===== config.mk =====
export PLATFORM = sky130hd
export DESIGN_NAME = cpf_check_digit_validator
export DESIGN_NICKNAME = d
export VERILOG_FILES = /design/src/design/cpfv_pkg.sv /design/src/design/cpf_check_digit_validator.sv
export SDC_FILE = /design/constraint.sdc
export NUM_CORES = 2
export LEC_CHECK = 0
export BUFFER_PORTS_ARGS = -buffer_cell sky130_fd_sc_hd__buf_2
export CORE_ASPECT_RATIO = 1.75
export CORE_MARGIN = 1.5
export CORE_UTILIZATION = 65
export CTS_CLUSTER_DIAMETER = 30
export DETAILED_ROUTE_END_ITERATION = 16
export GPL_ROUTABILITY_DRIVEN = 1
export GPL_TIMING_DRIVEN = 0
export PLACE_DENSITY = 0.89
export SKIP_CTS_REPAIR_TIMING = 1
export SLEW_MARGIN = 15
export SYNTH_ARGS = -nofsm -noshare
export SYNTH_HDL_FRONTEND = slang
export SYNTH_SLANG_ARGS = --single-unit
export TNS_END_PERCENT = 1

===== constraint.sdc =====
create_clock -name clock -period 11.7 [get_ports clock]
set_input_delay 2.34 -clock clock [delete_from_list [all_inputs] [get_ports clock]]
set_output_delay 2.34 -clock clock [all_outputs]
set_load 0.03 [all_outputs]

===== src/design/cpfv_pkg.sv =====
// Shared types, constants and helper functions for the CPF check digit validator.
package cpfv_pkg;

   // Binary width of the largest in-range value (99999999999 < 2**37).
   localparam int unsigned BIN_W     = 37;
   localparam int unsigned DIGITS    = 11;
   localparam int unsigned BCD_W     = 4 * DIGITS;
   // Double-dabble steps per pipeline stage and number of such stages.
   localparam int unsigned DD_STEPS  = 8;
   localparam int unsigned DD_STAGES = (BIN_W + DD_STEPS - 1) / DD_STEPS;

   localparam logic [BIN_W-1:0] CPF_MIN = 37'd100;
   localparam logic [BIN_W-1:0] CPF_MAX = 37'd99999999999;

   // Weighted sums stay at or below 405.
   localparam int unsigned SUM_W   = 9;
   localparam int unsigned PROD_W  = 2 * SUM_W;
   localparam int unsigned Q_W     = 6;
   // floor(x / 11) == (x * 373) >> 12 for x up to 511.
   localparam logic [SUM_W-1:0] RECIP_11 = 9'd373;
   localparam logic [SUM_W-1:0] MOD_BASE = 9'd11;
   localparam logic [SUM_W-1:0] D1_WEIGHT = 9'd9;

   typedef enum logic [1:0] {
      STATUS_VALID     = 2'd0,
      STATUS_RANGE     = 2'd1,
      STATUS_ALL_EQUAL = 2'd2,
      STATUS_MISMATCH  = 2'd3
   } status_type;

   // One double-dabble step: add 3 to every digit of 5 or more, shift in b.
   function automatic logic [BCD_W-1:0] dd_step(input logic [BCD_W-1:0] bcd, input logic b);
      logic [BCD_W-1:0] adj;
      logic [3:0]       dig;
      adj = bcd;
      for (int d = 0; d < DIGITS; d++) begin
         dig = bcd[4*d +: 4];
         if (dig >= 4'd5) begin
            adj[4*d +: 4] = dig + 4'd3;
         end
      end
      return {adj[BCD_W-2:0], b};
   endfunction

   // Check digit from a sum and its quotient by 11: remainder, with 10 folded to 0.
   function automatic logic [3:0] check_digit(input logic [SUM_W-1:0] x,
                                              input logic [Q_W-1:0]   q);
      logic [SUM_W-1:0] r;
      r = x - SUM_W'(q) * MOD_BASE;
      return (r[3:0] == 4'd10) ? 4'd0 : r[3:0];
   endfunction

endpackage


===== src/design/cpf_check_digit_validator.sv =====
// CPF check digit validator: range check, binary-to-BCD pipeline, mod-11 check digits.
// One request per clock; busy is tied low since nothing ever stalls.
// Depth is set by the 37-step double-dabble conversion, 8 steps per stage over 5 stages,
// followed by five short stages for the weighted sums and the two mod-11 reductions.
// Reset (synchronous, active high) clears only the valid bits; no state spans requests.
module cpf_check_digit_validator (
   input  logic               clock,
   input  logic               reset,
   input  logic               start,
   output logic               busy,
   input  logic signed [63:0] req_cpf_value,
   output logic               rsp_valid,
   output logic [1:0]         rsp_status,
   output logic [6:0]         rsp_expected_check
);

   localparam int unsigned BIN_W  = cpfv_pkg::BIN_W;
   localparam int unsigned BCD_W  = cpfv_pkg::BCD_W;
   localparam int unsigned SUM_W  = cpfv_pkg::SUM_W;
   localparam int unsigned PROD_W = cpfv_pkg::PROD_W;
   localparam int unsigned Q_W    = cpfv_pkg::Q_W;
   localparam int unsigned NSTG   = cpfv_pkg::DD_STAGES;

   // No backpressure anywhere: a request is taken every cycle start is high.
   assign busy = 1'b0;

   logic accept;
   assign accept = start & ~busy;

   // ---------------- input stage: latch value and range flag ----------------
   logic             in_valid_ff, in_valid_in;
   logic             in_ok_ff,    in_ok_in;
   logic [BIN_W-1:0] in_bin_ff;

   // Negative values fail the upper-bits test, as in unsigned compare.
   always_comb begin
      in_valid_in = accept;
      in_ok_in    = (req_cpf_value[63:BIN_W] == '0) &&
                    (req_cpf_value[BIN_W-1:0] >= cpfv_pkg::CPF_MIN) &&
                    (req_cpf_value[BIN_W-1:0] <= cpfv_pkg::CPF_MAX);
   end

   always_ff @(posedge clock) begin
      if (reset) begin
         in_valid_ff <= 1'b0;
      end else begin
         in_valid_ff <= in_valid_in;
      end
      in_ok_ff  <= in_ok_in;
      in_bin_ff <= req_cpf_value[BIN_W-1:0];
   end

   // ---------------- double-dabble stages ----------------
   // Stage s converts bits MSB-first from s*DD_STEPS; the binary word rides along.
   logic             dd_valid_ff [NSTG];
   logic             dd_ok_ff    [NSTG];
   logic [BIN_W-1:0] dd_bin_ff   [NSTG];
   logic [BCD_W-1:0] dd_bcd_ff   [NSTG];

   for (genvar s = 0; s < NSTG; s++) begin : g_dd
      localparam int unsigned FIRST = s * cpfv_pkg::DD_STEPS;
      localparam int unsigned COUNT = (BIN_W - FIRST < cpfv_pkg::DD_STEPS) ?
                                      (BIN_W - FIRST) : cpfv_pkg::DD_STEPS;

      logic             src_valid;
      logic             src_ok;
      logic [BIN_W-1:0] src_bin;
      logic [BCD_W-1:0] src_bcd;
      logic [BCD_W-1:0] bcd_in;

      if (s == 0) begin : g_src_in
         assign src_valid = in_valid_ff;
         assign src_ok    = in_ok_ff;
         assign src_bin   = in_bin_ff;
         assign src_bcd   = '0;
      end else begin : g_src_dd
         assign src_valid = dd_valid_ff[s-1];
         assign src_ok    = dd_ok_ff[s-1];
         assign src_bin   = dd_bin_ff[s-1];
         assign src_bcd   = dd_bcd_ff[s-1];
      end

      always_comb begin
         bcd_in = src_bcd;
         for (int j = 0; j < COUNT; j++) begin
            bcd_in = cpfv_pkg::dd_step(bcd_in, src_bin[BIN_W-1-FIRST-j]);
         end
      end

      always_ff @(posedge clock) begin
         if (reset) begin
            dd_valid_ff[s] <= 1'b0;
         end else begin
            dd_valid_ff[s] <= src_valid;
         end
         dd_ok_ff[s]  <= src_ok;
         dd_bin_ff[s] <= src_bin;
         dd_bcd_ff[s] <= bcd_in;
      end
   end

   // ---------------- stage A: weighted sums, all-equal test ----------------
   logic [3:0]       dig [cpfv_pkg::DIGITS];
   logic [SUM_W-1:0] a_s1_in, a_s2_in;
   logic             a_eq_in;

   logic             a_valid_ff, a_ok_ff, a_eq_ff;
   logic [SUM_W-1:0] a_s1_ff, a_s2_ff;
   logic [3:0]       a_hi_ff, a_lo_ff;

   // Digit i counts from the units; base digit i weighs 11-i (first) and 10-i (second).
   always_comb begin
      for (int i = 0; i < cpfv_pkg::DIGITS; i++) begin
         dig[i] = dd_bcd_ff[NSTG-1][4*i +: 4];
      end
      a_s1_in = '0;
      a_s2_in = '0;
      a_eq_in = 1'b1;
      for (int i = 2; i < cpfv_pkg::DIGITS; i++) begin
         a_s1_in = a_s1_in + SUM_W'(dig[i]) * SUM_W'(11 - i);
         a_s2_in = a_s2_in + SUM_W'(dig[i]) * SUM_W'(10 - i);
      end
      for (int i = 1; i < cpfv_pkg::DIGITS; i++) begin
         if (dig[i] != dig[0]) begin
            a_eq_in = 1'b0;
         end
      end
   end

   always_ff @(posedge clock) begin
      if (reset) begin
         a_valid_ff <= 1'b0;
      end else begin
         a_valid_ff <= dd_valid_ff[NSTG-1];
      end
      a_ok_ff <= dd_ok_ff[NSTG-1];
      a_eq_ff <= a_eq_in;
      a_s1_ff <= a_s1_in;
      a_s2_ff <= a_s2_in;
      a_hi_ff <= dig[1];
      a_lo_ff <= dig[0];
   end

   // ---------------- stage B: quotient of first sum by 11 ----------------
   logic [PROD_W-1:0] b_prod;
   logic              b_valid_ff, b_ok_ff, b_eq_ff;
   logic [SUM_W-1:0]  b_s1_ff, b_s2_ff;
   logic [Q_W-1:0]    b_q1_ff;
   logic [3:0]        b_hi_ff, b_lo_ff;

   assign b_prod = PROD_W'(a_s1_ff) * PROD_W'(cpfv_pkg::RECIP_11);

   always_ff @(posedge clock) begin
      if (reset) begin
         b_valid_ff <= 1'b0;
      end else begin
         b_valid_ff <= a_valid_ff;
      end
      b_ok_ff <= a_ok_ff;
      b_eq_ff <= a_eq_ff;
      b_s1_ff <= a_s1_ff;
      b_s2_ff <= a_s2_ff;
      b_q1_ff <= b_prod[PROD_W-1 -: Q_W];
      b_hi_ff <= a_hi_ff;
      b_lo_ff <= a_lo_ff;
   end

   // ---------------- stage C: first digit, fold it into second sum ----------------
   logic [3:0]       c_d1_in;
   logic             c_valid_ff, c_ok_ff, c_eq_ff;
   logic [SUM_W-1:0] c_t2_ff;
   logic [3:0]       c_d1_ff, c_hi_ff, c_lo_ff;

   assign c_d1_in = cpfv_pkg::check_digit(b_s1_ff, b_q1_ff);

   always_ff @(posedge clock) begin
      if (reset) begin
         c_valid_ff <= 1'b0;
      end else begin
         c_valid_ff <= b_valid_ff;
      end
      c_ok_ff <= b_ok_ff;
      c_eq_ff <= b_eq_ff;
      c_d1_ff <= c_d1_in;
      c_t2_ff <= b_s2_ff + SUM_W'(c_d1_in) * cpfv_pkg::D1_WEIGHT;
      c_hi_ff <= b_hi_ff;
      c_lo_ff <= b_lo_ff;
   end

   // ---------------- stage D: quotient of second sum by 11 ----------------
   logic [PROD_W-1:0] d_prod;
   logic              d_valid_ff, d_ok_ff, d_eq_ff;
   logic [SUM_W-1:0]  d_t2_ff;
   logic [Q_W-1:0]    d_q2_ff;
   logic [3:0]        d_d1_ff, d_hi_ff, d_lo_ff;

   assign d_prod = PROD_W'(c_t2_ff) * PROD_W'(cpfv_pkg::RECIP_11);

   always_ff @(posedge clock) begin
      if (reset) begin
         d_valid_ff <= 1'b0;
      end else begin
         d_valid_ff <= c_valid_ff;
      end
      d_ok_ff <= c_ok_ff;
      d_eq_ff <= c_eq_ff;
      d_t2_ff <= c_t2_ff;
      d_q2_ff <= d_prod[PROD_W-1 -: Q_W];
      d_d1_ff <= c_d1_ff;
      d_hi_ff <= c_hi_ff;
      d_lo_ff <= c_lo_ff;
   end

   // ---------------- stage E: second digit, status, response register ----------------
   logic [3:0]           e_d2;
   logic [6:0]           e_expect_in;
   cpfv_pkg::status_type e_status_in;

   logic                 rsp_valid_ff;
   cpfv_pkg::status_type rsp_status_ff;
   logic [6:0]           rsp_expect_ff;

   always_comb begin
      e_d2 = cpfv_pkg::check_digit(d_t2_ff, d_q2_ff);
      if (!d_ok_ff) begin
         // Out of range reports zero check digits.
         e_status_in = cpfv_pkg::STATUS_RANGE;
         e_expect_in = '0;
      end else begin
         e_expect_in = 7'(d_d1_ff) * 7'd10 + 7'(e_d2);
         if (d_eq_ff) begin
            e_status_in = cpfv_pkg::STATUS_ALL_EQUAL;
         end else if ((d_d1_ff != d_hi_ff) || (e_d2 != d_lo_ff)) begin
            e_status_in = cpfv_pkg::STATUS_MISMATCH;
         end else begin
            e_status_in = cpfv_pkg::STATUS_VALID;
         end
      end
   end

   always_ff @(posedge clock) begin
      if (reset) begin
         rsp_valid_ff <= 1'b0;
      end else begin
         rsp_valid_ff <= d_valid_ff;
      end
      rsp_status_ff <= e_status_in;
      rsp_expect_ff <= e_expect_in;
   end

   assign rsp_valid          = rsp_valid_ff;
   assign rsp_status         = rsp_status_ff;
   assign rsp_expected_check = rsp_expect_ff;

endmodule


Word level (Yosys, flattened, before mapping):

Memory sizes are Yosys's and may differ from the RTL's. A register that Yosys moved wholly into a read port is not among the register bits.
Cells that the tools add are included.

* input port bits: 67
* word-level logic and storage cells: 1152
* memory bits (writable): 415
* output and inout bits: 11
* register bits after elaboration: 155
* memories kept: 4
* bits in latches: 0
* ROM bits: 0

* add/subtract/negate cells: 366
* reductions and logical operators: 5
* multiplexer cells: 360
* $lt $le $gt $ge: 349
* div/mod/pow operators: 0
* shift-type cells: 0
* bitwise operators: 5
* eq/ne operators: 14
* multipliers: 15

Memory list
* dd_bcd_ff: words 5, bits a word 44, rd ports 5, clocked after memory_dff 0, write ports 5, RTL line cpf_check_digit_validator.sv:58 `logic [BCD_W-1:0] dd_bcd_ff [NSTG];`
* dd_bin_ff: words 5, bits a word 37, rd ports 4, clocked after memory_dff 0, write ports 5, RTL line cpf_check_digit_validator.sv:57 `logic [BIN_W-1:0] dd_bin_ff [NSTG];`
* dd_ok_ff: words 5, bits a word 1, rd ports 5, clocked after memory_dff 1, write ports 5, RTL line cpf_check_digit_validator.sv:56 `logic dd_ok_ff [NSTG];`
* dd_valid_ff: words 5, bits a word 1, rd ports 5, clocked after memory_dff 1, write ports 5, RTL line cpf_check_digit_validator.sv:55 `logic dd_valid_ff [NSTG];`

Operators with widths (count)
* >= comparator 4 x 3 -> 1 bit, second input constant: 340
* 2-to-1 mux 4 bit: 320
* adder 4 x 2 -> 4 bit, second input constant: 311
* adder 3 x 2 -> 3 bit, second input constant: 29
* 2-to-1 mux 3 bit: 29
* inequality test 4 bit: 12
* >= comparator 37 x 7 -> 1 bit, second input constant: 1
* <= comparator 37 bit, second input constant: 1
* adder 9 x 6 -> 9 bit: 4
* adder 9 x 7 -> 9 bit: 4
* multiplier 9 x 9 -> 18 bit, second input constant: 2
* multiplier 4 x 3 -> 7 bit, second input constant: 4
* zero test 27 bit: 1
* multiplier 4 x 2 -> 6 bit, second input constant: 4
* adder 1 x 2 -> 3 bit, second input constant: 7
* >= comparator 1 x 3 -> 1 bit, second input constant: 7
* adder 8 x 7 -> 9 bit: 2
* adder 9 x 4 -> 9 bit: 2
* adder 9 x 5 -> 9 bit: 2
* multiplier 4 x 4 -> 8 bit, second input constant: 2
* multiplier 6 x 4 -> 4 bit, second input constant: 2
* adder 9 x 8 -> 9 bit: 1
* 2-to-1 mux 1 bit: 9
* OR reduction 9 bit: 1
* other kinds (9): 17

Logic depth before layout (Yosys ltp):

An unclocked memory read counts as a cell.

* depth after elaboration: 17
* depth in mapped cells: 38
* mapped depth without buffers: 38

Worst setup path after synthesis:

No wires, ideal clock.

* path kind: reg-to-reg
* start point: memory dd_bin_ff[1][21] (netlist: dd_bin_ff[0][58])
* end point: memory dd_bcd_ff[0][94] in the netlist's numbering
* data required time: 11.578 ns
* setup slack: 5.149 ns
* arrival time: 6.430 ns
* setup time: 0.122 ns
* buffers on the path: 2
* cell stages (with the launch flop): 34
* period minus slack after synthesis: 6.551 ns
* cells stage by stage: dfxtp_1 buf_2 inv_1 ha_1 nor2b_1 nor3_1 a21oi_1 inv_1 ha_1 nor3b_1 o211ai_1 a21oi_1 nor2_1 a21oi_1 inv_1 ha_1 maj3_1 a21boi_0 o21ai_0 inv_1 ha_1 o21ai_0 a31oi_1 clkbuf_1 a21boi_0 o21ai_0 inv_1 ha_1 or2_2 maj3_1 a211oi_1 or2_2 mux2i_1 a221o_1

RTL lines (RTL line)
* start: declaration: cpf_check_digit_validator.sv:57
* end: declaration: cpf_check_digit_validator.sv:58

==> run metrics <==
placed cells=about 5800; R2R cell count=33; DR iter-0 viols=2134; htree depth=3; critical path launch point type=flop; Max Clock Freq=roughly 0.13 GHz; share of the cycle needed by the critical path after routing=66.7%; Hold WC Path Type=flop to flop; Hold WS=319 ps; FF+latch count, synth=379; syn avg cell area=between 8 and 9 um^2; status=complete, no violations; actual slew at the worst max-slew pin=1160 ps; largest net degree at the start of global routing=17; DRC Markers=0; routability cong.=approximately 0.95; Max-Cap Viols=0; Slew HR=22.6%; CTS Buf Count=66; average wire per standard cell=16.5 um; crit path kind=flop to flop; Fin Setup TNS=0 ps; Setup-failing EPs final=0; Clk Latency, worst-skew pair=640 ps; Crit path largest cell delay=around 530 ps; Hold Crit Endpoint=dd_ok_ff[3]; FF-to-FF Start=dd_bin_ff[0][58]; routed vias=37300; hold path start=dd_ok_ff[2]; Fill cells=approximately 4400; R2R Setup Slk=3890 ps; number of synthesized flops with an enable pin=0; final net count=5713; Worst Path Max Fanout=10; Initial Utilization=65.8%; vias in the first global route=between 30000 and 40000; post-synthesis async set-or-reset flop share=0%; Slew Limit Fails=0; IO Count=78; syn_nets=about 5600; DP Area=between 0.04 and 0.05 mm^2; Port Buf Inserts=76; Max Buffers Root-to-Sink=3; CTS tree=built; Final Hold Viols=0; required time worst endpoint=12210 ps; via/cell ratio=6.29; final std cells w/o fill=5925; Worst-path clk slew=60 ps; Post-DRT Antenna Nets=0; initial antenna violation count=5; hpwl dp=71000 um; die width=192 um; drt total wl=97500 um; mapped cell area=0.0404 mm^2; Pre-antenna DRT Iters=6; min Tclk post-route=7810 ps; Rows=120; RR Endpoint=dd_bcd_ff[0][94]; Crit. End Element=flop; Distinct cells, synth=135; RSZ-0062 raised after global routing=no; core area=0.0614 mm^2; CTS Sinks=379; post-synthesis cell count=around 4900; die height=333 um; CP arrival=between 8000 and 9000 ps; Clock Skews=34.5 ps; slowest stage cell, crit path=a211oi_1; sequential-to-total area share from yosys stat=18.8%; GRT Util Overall=between 30% and 40%; global-route wire length before repair=164000 um; P&R area growth vs syn=9.43%; ant diodes=0; global route overflow=0; Synth Flop Type=dfxtp_1; Final Instance Area=0.0442 mm^2; Synth Warn #=0; Root Buffer=clkbuf_16; DIE AREA=0.0638 mm^2; layout cells sized above 1=9.59%; Hold Path Depth=0
area by class of cell:
type / count / area, um^2 / share of cell area, %
Tap cell: 793 / 992 / 2.24
Inverter: 505 / 1900 / 4.29
Buffer: 110 / 465 / 1.05
Multi-Input combinational cell: 3942 / 30500 / 68.9
Clock buffer: 74 / 1730 / 3.91
Sequential cell: 379 / 7590 / 17.2
Clock inverter: 46 / 706 / 1.60
Timing Repair Buffer: 76 / 380 / 0.860
synthesized netlist by cell type (all sizes together) (41+ instances only):
| cell | n | area share [%] |
|---|---|---|
| nor4 | 41 | 0.68 |
| or2 | 44 | 0.69 |
| mux2 | 83 | 2.3 |
| and3 | 41 | 0.65 |
| clkbuf | 76 | 0.71 |
| nand2 | 313 | 2.9 |
| o21a | 50 | 0.93 |
| mux2i | 176 | 4.5 |
| a21oi | 354 | 4.4 |
| xor2 | 43 | 0.97 |
| nor3 | 106 | 1.4 |
| and2 | 51 | 0.80 |
| o22ai | 54 | 0.90 |
| xnor2 | 181 | 4.1 |
| nor2 | 347 | 3.2 |
| inv | 504 | 4.7 |
| nand3 | 94 | 1.2 |
| nor2b | 103 | 1.6 |
| dfxtp | 379 | 19 |
| a21o | 70 | 1.3 |
| fa | 136 | 6.7 |
| o211ai | 81 | 1.6 |
| nand2b | 99 | 1.5 |
| ha | 430 | 13 |
| a211oi | 68 | 1.4 |
| a31oi | 77 | 1.2 |
| o21ai | 298 | 3.7 |
stage by stage:
step | setup WS, ps | util [%]
2_1_floorplan | 5150 | -
3_3_place_gp | 4380 | 68.1
3_5_place_dp | 4130 | 68.1
4_1_cts | 4020 | 72.0
5_1_grt | 3020 | 72.0
6_report | 3890 | 72.0
registers in the layout (all words and copies together), names as in the netlist, 5 cells and up:
register and flops:
dd_bin_ff 72, b_s2_ff 9, dd_bcd_ff 144, dd_ok_ff 5
rsp_expected_check 7, a_s2_ff 9, a_s1_ff 9, g_dd.src_bin 37
dd_valid_ff 5, c_t2_ff 9
logic make-up after synthesis:
group | synth area share [%]
adders and majority gates | 20.3
AOI/OAI and AO/OA | 25.3
xor gates and xnor gates | 5.17
other | 0.00928
buffers and inverters | 5.84
and+or+nand+nor | 17.7
DFF | 18.8
muxes | 6.84
worst max path at each step:
| stage | end | depth (start not counted) | startpoint |
|---|---|---|---|
| floorplan | dd_bcd_ff[0][94] | 33 | dd_bin_ff[0][58] |
| global placement | dd_bcd_ff[0][94] | 33 | dd_bin_ff[0][58] |
| detailed placement | dd_bcd_ff[0][94] | 33 | dd_bin_ff[0][58] |
| CTS | dd_bcd_ff[0][94] | 33 | dd_bin_ff[0][58] |
| global route | dd_bcd_ff[0][93] | 34 | dd_bin_ff[0][58] |
| finish | dd_bcd_ff[0][94] | 33 | dd_bin_ff[0][58] |
critical path: cells and delay by family (launching register included):
kind	cells	cell delay (ps)
buffers and inverters	7	1060
DFF	1	330
and+or+nand+nor	6	1400
muxes	1	70
AOI/OAI and AO/OA	12	3020
adders and majority gates	7	1790
placed cells by master, fill, tap and decap left out, types with 40 or more instances in the layout:
| master | n |
|---|---|
| inv_1 | 493 |
| ha_1 | 430 |
| dfxtp_1 | 379 |
| a21oi_1 | 347 |
| nor2_1 | 345 |
| nand2_1 | 311 |
| o21ai_0 | 261 |
| xnor2_1 | 172 |
| mux2i_1 | 170 |
| fa_1 | 136 |
| buf_2 | 102 |
| nor3_1 | 101 |
| nor2b_1 | 101 |
| nand2b_1 | 99 |
| nand3_1 | 94 |
| mux2_2 | 80 |
| clkbuf_1 | 78 |
| a31oi_1 | 77 |
| o211ai_1 | 76 |
| a21o_1 | 70 |
| clkbuf_16 | 66 |
| a211oi_1 | 55 |
| o22ai_1 | 50 |
| o21a_1 | 50 |
| and2_1 | 46 |
| xor2_1 | 41 |
| and3_1 | 40 |
layer usage:
layer	part of all wire, %	global-route usage (%)
met1	35	28.3
met2	54	60.2
met3	4.9	5.86
met4	6.3	18.9
met5	0.036	0
Power is left out: the tool's default activity adds up to more than one toggle a clock period on the data nets, which glitch-free logic cannot reach.
